### src/hdl/tnsp_sqrt_cell.sv
// Pipelined integer square-root digit cell: one root bit per cycle while en is high.
module tnsp_sqrt_cell #(
   parameter int ROOT_W = 32,
   parameter int SIDE_W = 8
) (
   input  logic                  clock,
   input  logic                  reset,
   input  logic                  en,
   input  logic                  in_vld,
   input  logic [2*ROOT_W-1:0]   in_rad,
   input  logic [ROOT_W+1:0]     in_rem,
   input  logic [ROOT_W-1:0]     in_root,
   input  logic [SIDE_W-1:0]     in_side,
   output logic                  out_vld,
   output logic [2*ROOT_W-1:0]   out_rad,
   output logic [ROOT_W+1:0]     out_rem,
   output logic [ROOT_W-1:0]     out_root,
   output logic [SIDE_W-1:0]     out_side
);

   localparam int REM_W = ROOT_W + 2;

   logic                vld_ff;
   logic [2*ROOT_W-1:0] rad_ff, rad_in;
   logic [REM_W-1:0]    rem_ff, rem_in;
   logic [ROOT_W-1:0]   root_ff, root_in;
   logic [SIDE_W-1:0]   side_ff;
   logic [REM_W+1:0]    acc, trial, diff;
   logic                ge;

   // bring down the next two radicand bits, try root*4+1
   always_comb begin
      acc     = {in_rem, in_rad[2*ROOT_W-1 -: 2]};
      trial   = {2'b00, in_root, 2'b01};
      diff    = acc - trial;
      ge      = (acc >= trial);
      rem_in  = ge ? diff[REM_W-1:0] : acc[REM_W-1:0];
      root_in = {in_root[ROOT_W-2:0], ge};
      rad_in  = {in_rad[2*ROOT_W-3:0], 2'b00};
   end

   always_ff @(posedge clock) begin
      if (reset) begin
         vld_ff <= 1'b0;
      end else if (en) begin
         vld_ff <= in_vld;
      end
   end

   always_ff @(posedge clock) begin
      if (en) begin
         rad_ff  <= rad_in;
         rem_ff  <= rem_in;
         root_ff <= root_in;
         side_ff <= in_side;
      end
   end

   assign out_vld  = vld_ff;
   assign out_rad  = rad_ff;
   assign out_rem  = rem_ff;
   assign out_root = root_ff;
   assign out_side = side_ff;

endmodule

### src/hdl/tnsp_isqrt.sv
// Chain of square-root cells: floor(sqrt(v)) of a 2*ROOT_W bit value, one cell per root bit.
module tnsp_isqrt #(
   parameter int ROOT_W = 32,
   parameter int SIDE_W = 8
) (
   input  logic                clock,
   input  logic                reset,
   input  logic                en,
   input  logic                in_vld,
   input  logic [2*ROOT_W-1:0] in_val,
   input  logic [SIDE_W-1:0]   in_side,
   output logic                out_vld,
   output logic [ROOT_W-1:0]   out_root,
   output logic [SIDE_W-1:0]   out_side
);

   logic [ROOT_W:0]                 vld;
   logic [ROOT_W:0][2*ROOT_W-1:0]   rad;
   logic [ROOT_W:0][ROOT_W+1:0]     rem;
   logic [ROOT_W:0][ROOT_W-1:0]     root;
   logic [ROOT_W:0][SIDE_W-1:0]     side;

   assign vld[0]  = in_vld;
   assign rad[0]  = in_val;
   assign rem[0]  = '0;
   assign root[0] = '0;
   assign side[0] = in_side;

   for (genvar j = 0; j < ROOT_W; j++) begin : g_cell
      tnsp_sqrt_cell #(
         .ROOT_W (ROOT_W),
         .SIDE_W (SIDE_W)
      ) u_cell (
         .clock    (clock),
         .reset    (reset),
         .en       (en),
         .in_vld   (vld[j]),
         .in_rad   (rad[j]),
         .in_rem   (rem[j]),
         .in_root  (root[j]),
         .in_side  (side[j]),
         .out_vld  (vld[j+1]),
         .out_rad  (rad[j+1]),
         .out_rem  (rem[j+1]),
         .out_root (root[j+1]),
         .out_side (side[j+1])
      );
   end

   assign out_vld  = vld[ROOT_W];
   assign out_root = root[ROOT_W];
   assign out_side = side[ROOT_W];

endmodule

### config.mk
export PLATFORM = sky130hd
export DESIGN_NAME = tnsp_isqrt
export DESIGN_NICKNAME = d
export VERILOG_FILES = /design/src/hdl/tnsp_sqrt_cell.sv /design/src/hdl/tnsp_isqrt.sv
export SDC_FILE = /design/constraint.sdc
export NUM_CORES = 2
export LEC_CHECK = 0
export BUFFER_PORTS_ARGS = -buffer_cell sky130_fd_sc_hd__buf_4
export CORE_MARGIN = 4
export CORE_UTILIZATION = 60
export CTS_CLUSTER_DIAMETER = 120
export DETAILED_ROUTE_END_ITERATION = 10
export HOLD_SLACK_MARGIN = 0.12
export PLACE_DENSITY = 0.76
export SLEW_MARGIN = 10
export SYNTH_ARGS = -nofsm -noshare
export SYNTH_HDL_FRONTEND = slang
export SYNTH_SLANG_ARGS = --single-unit
### constraint.sdc
create_clock -name clock -period 4.5 [get_ports clock]
set_clock_uncertainty 0.2 [all_clocks]
set_input_delay 0.9 -clock clock [delete_from_list [all_inputs] [get_ports clock]]
set_output_delay 0.9 -clock clock [all_outputs]
set_load 0.005 [all_outputs]
==> metrics <==
worst slew pin tran 1.04 ns; max-cap violations 0; critical path required time 4.94 ns; critical-path cell list ha_1 -> or4b_2 -> nor3_1 -> a31oi_1 -> and2_1 -> inv_2 -> buf_12 -> nand4b_1 -> a21oi_1 -> xor2_1; WP data arrival 4.59 ns; Setup-failing EPs final 0; Routed WL per cell 19.6 µm; # clock sinks around 2,800; most common cell in the netlist edfxtp_1; root buf cell clkbuf_16; M1 WL around 100,000 µm; DR WL met3 11,900 µm; Final Hold Vio Count 0; Clock Latency Late Sink between 0.9 and 1 ns; final instance area 0.142 mm²; clock power share between 30% and 40%; Pins Over Slew Limit 0; setup tns final 0 ns; Synth Area per Inst 13.3 µm²; top cells by count, synth 2,779 x edfxtp_1, 710 x inv_1, 638 x nand2_1, 591 x a21oi_1, 583 x nor2_1; Cell Pwr Density 507 mW/mm²; initial antenna violation count 2; Hold Path End g_cell[21].u_cell.out_rad[55]; core area roughly 0.21 mm²; largest net degree at the start of global routing about 110; crit-path max FO 44; Gate power share 19.1%; sw frac 27.7%; fmax 241 MHz; net count after synthesis ~10,000; cts bufs inserted 304; drt total wl around 250,000 µm; FF-to-FF path depth 10; Final HPWL DP 177,000 µm; CTS HTree Levels 5; top cells by area, synth edfxtp_1 66%, ha_1 5.6%, xnor2_1 3.0%; Leak Pwr 53.9 nW; Unique masters post-synth 93; CP Launch Type flip-flop; clk slew on worst S/H paths 0.06 ns; Synth Cell Area 0.126 mm²; post-CTS setup buffer count 0; Yosys top cell area share 66.1%; total grt overflow 0; hold_sp g_cell[20].u_cell.out_rad[53]; reg2reg setup slack around 0.36 ns; Die Width 467 µm; Port Buffers 116; Placement Cell Area 0.132 mm²; vias in the first global route 74,921; Avg Vias per Cell slightly below 6; sequential fraction of the synthesis area between 60% and 70%; Layout area overhead 12.1%; initial DRC count approximately 6,000; Max stage delay on crit path 0.69 ns; P_sw ~0.02 W; unrepaired setup endpoints after global routing false; worst hold stages 0; CTS resizes 0; Die Height 467 µm; all-layer global routing usage 23.3%; DR WL met2 about 130,000 µm; row cnt around 170; vias 74,960; Setup crit end kind flip-flop; clock buffer depth 4; worst setup path startpoint g_cell[22].u_cell.out_rem[22]; synth warn 0; CTS tree built; Ports between 100 and 150; Reg2Reg Launch Point g_cell[22].u_cell.out_rem[22]; # DRC 0; Synth area leader edfxtp_1; outcome finished, final reports clean; minimum clock period 4.14 ns; post-layout net count 10,558; Pre-antenna DRT Iters 9; first-pass GRT wire length just over 400,000 µm; Post-synth EDFFs around 2,800; share of layout cells above drive strength 1 just over 8%; Critical-path top delay cell or4b_2; Final Cycle Share 92.0%; ys async rst share 0%; Hold Path Class flip-flop to flip-flop; Setup Crit Path Kind flip-flop to flip-flop; gpl congestion ~0.91; Worst slew margin 30.3%; RR Endpoint g_cell[23].u_cell.out_rem[30]; Mapped Cells 9,464; Hold-fix buffers, CTS 76; sequential share of power 48.6%; Starting Density 60.3%; die area 0.218 mm²; Top Layer Used met4; remaining antenna violation count after routing 0; Synth Register Bits about 2,800; worst vdd ir between 500 and 600 µV; Top FF cell, synth edfxtp_1; internal power contribution 0.0518 W
==> power by group through the flow <==
| stage | combinational [W] | sequential (W) | clock, W |
|---|---|---|---|
| after global routing | 0.0151 | 0.0351 | 0.0250 |
| after CTS | 0.0136 | 0.0349 | 0.0238 |
| after detailed placement | 0.0134 | 0.0353 | 0 |
| after global placement | 0.0131 | 0.0353 | 0 |
| after floorplan | 0.00983 | 0.0344 | 0 |
| final | 0.0137 | 0.0348 | 0.0232 |
==> metrics by stage <==
| stage | instances | setup WS (ns) | power, W | hold slack, ns | utilization [%] |
|---|---|---|---|---|---|
| 2_1_floorplan | 9464 | 0.897 | 0.0442 | 0.200 | - |
| 3_3_place_gp | 12343 | 0.497 | 0.0484 | 0.200 | 62.8 |
| 3_5_place_dp | 12343 | 0.478 | 0.0487 | 0.205 | 62.8 |
| 4_1_cts | 12940 | 0.435 | 0.0722 | 0.181 | 67.6 |
| 5_1_grt | 12941 | 0.222 | 0.0753 | 0.191 | 67.6 |
| 6_report | 12941 | 0.358 | 0.0717 | 0.189 | 67.6 |
==> worst max-delay path: cells and delay by family (launching register included) <==
| kind | cells | cell delay (ns) |
|---|---|---|
| flops | 1 | 0.42 |
| xor+xnor | 1 | 0.10 |
| fa+ha+maj | 1 | 0.50 |
| buf+inv | 2 | 0.34 |
| compound gates | 2 | 0.54 |
| simple gates | 4 | 1.76 |
==> flip-flops by register name, indices dropped and copies added, names as in the netlist <==
signal and cells:
g_cell.u_cell.out_root 528, g_cell.u_cell.out_rad 992, g_cell.u_cell.out_vld 32, g_cell.u_cell.out_side 256, g_cell.u_cell.out_rem 1003
==> cell type report <==
type | instances | area, µm²
tap | 2805 | 3510
clock buffer | 363 | 7940
sequential | 2811 | 84100
clock inverter | 158 | 1250
multi-input combinational | 5759 | 38800
timing repair buffer | 332 | 3220
inverter | 712 | 2670
antenna | 1 | 2.50
fill | 14558 | 67800
==> logic make-up (layout without fill, tap and decap cells) <==
group | after synthesis | in the layout | share of synthesized area (%)
xor gates and xnor gates | 861 | 861 | 5.97
and+or+nand+nor | 2417 | 2417 | 9.48
AOI/OAI and AO/OA | 1810 | 1810 | 8.76
adders and majority gates | 562 | 562 | 5.57
other | 1 | 2 | 0.00297
buffers and inverters | 894 | 1565 | 2.68
DFF | 2811 | 2811 | 66.6
muxes | 108 | 108 | 0.919
==> layer usage <==
metal  GRT usage, %  vias to the layer above
met1           30.0                    36502
met4           7.99                        0
met5              0                        -
met2           40.7                     1922
li1               -                    36020
met3           3.27                      516
==> worst max-delay path by stage <==
stage          slack, ns                       endpoint  depth (start not counted)
4_1_cts             0.43  g_cell[23].u_cell.out_rem[30]                         10
3_5_place_dp        0.48  g_cell[22].u_cell.out_rem[27]                         10
6_report            0.36  g_cell[23].u_cell.out_rem[30]                         10
2_1_floorplan       0.90  g_cell[23].u_cell.out_rem[15]                         12
5_1_grt             0.22  g_cell[22].u_cell.out_rem[27]                         11
3_3_place_gp        0.50  g_cell[23].u_cell.out_rem[30]                         10
==> cell usage in the layout, fill, tap and decap left out, types with 33 or more instances in the layout <==
master / instances
inv_1: 710
a21o_1: 232
nand3b_1: 33
nand2b_1: 123
buf_4: 214
nor2b_1: 80
or2_2: 37
clkinv_1: 55
clkinv_2: 50
xnor2_1: 437
and2_1: 42
nor2_1: 583
nor3_1: 221
a21oi_1: 588
a211oi_1: 43
o21bai_1: 52
nand3_1: 148
or3_1: 79
xor2_1: 424
mux2i_1: 45
buf_12: 41
nor4_1: 138
clkbuf_16: 306
clkbuf_1: 50
o21ai_0: 476
a31oi_1: 49
ha_1: 562
mux2_2: 63
edfxtp_1: 2779
nand4_1: 122
o31ai_1: 39
o21a_1: 86
or4_1: 49
nand2_1: 638
dlygate4sd3_1: 76
No activity file was read; power rests on OpenSTA's default activity.
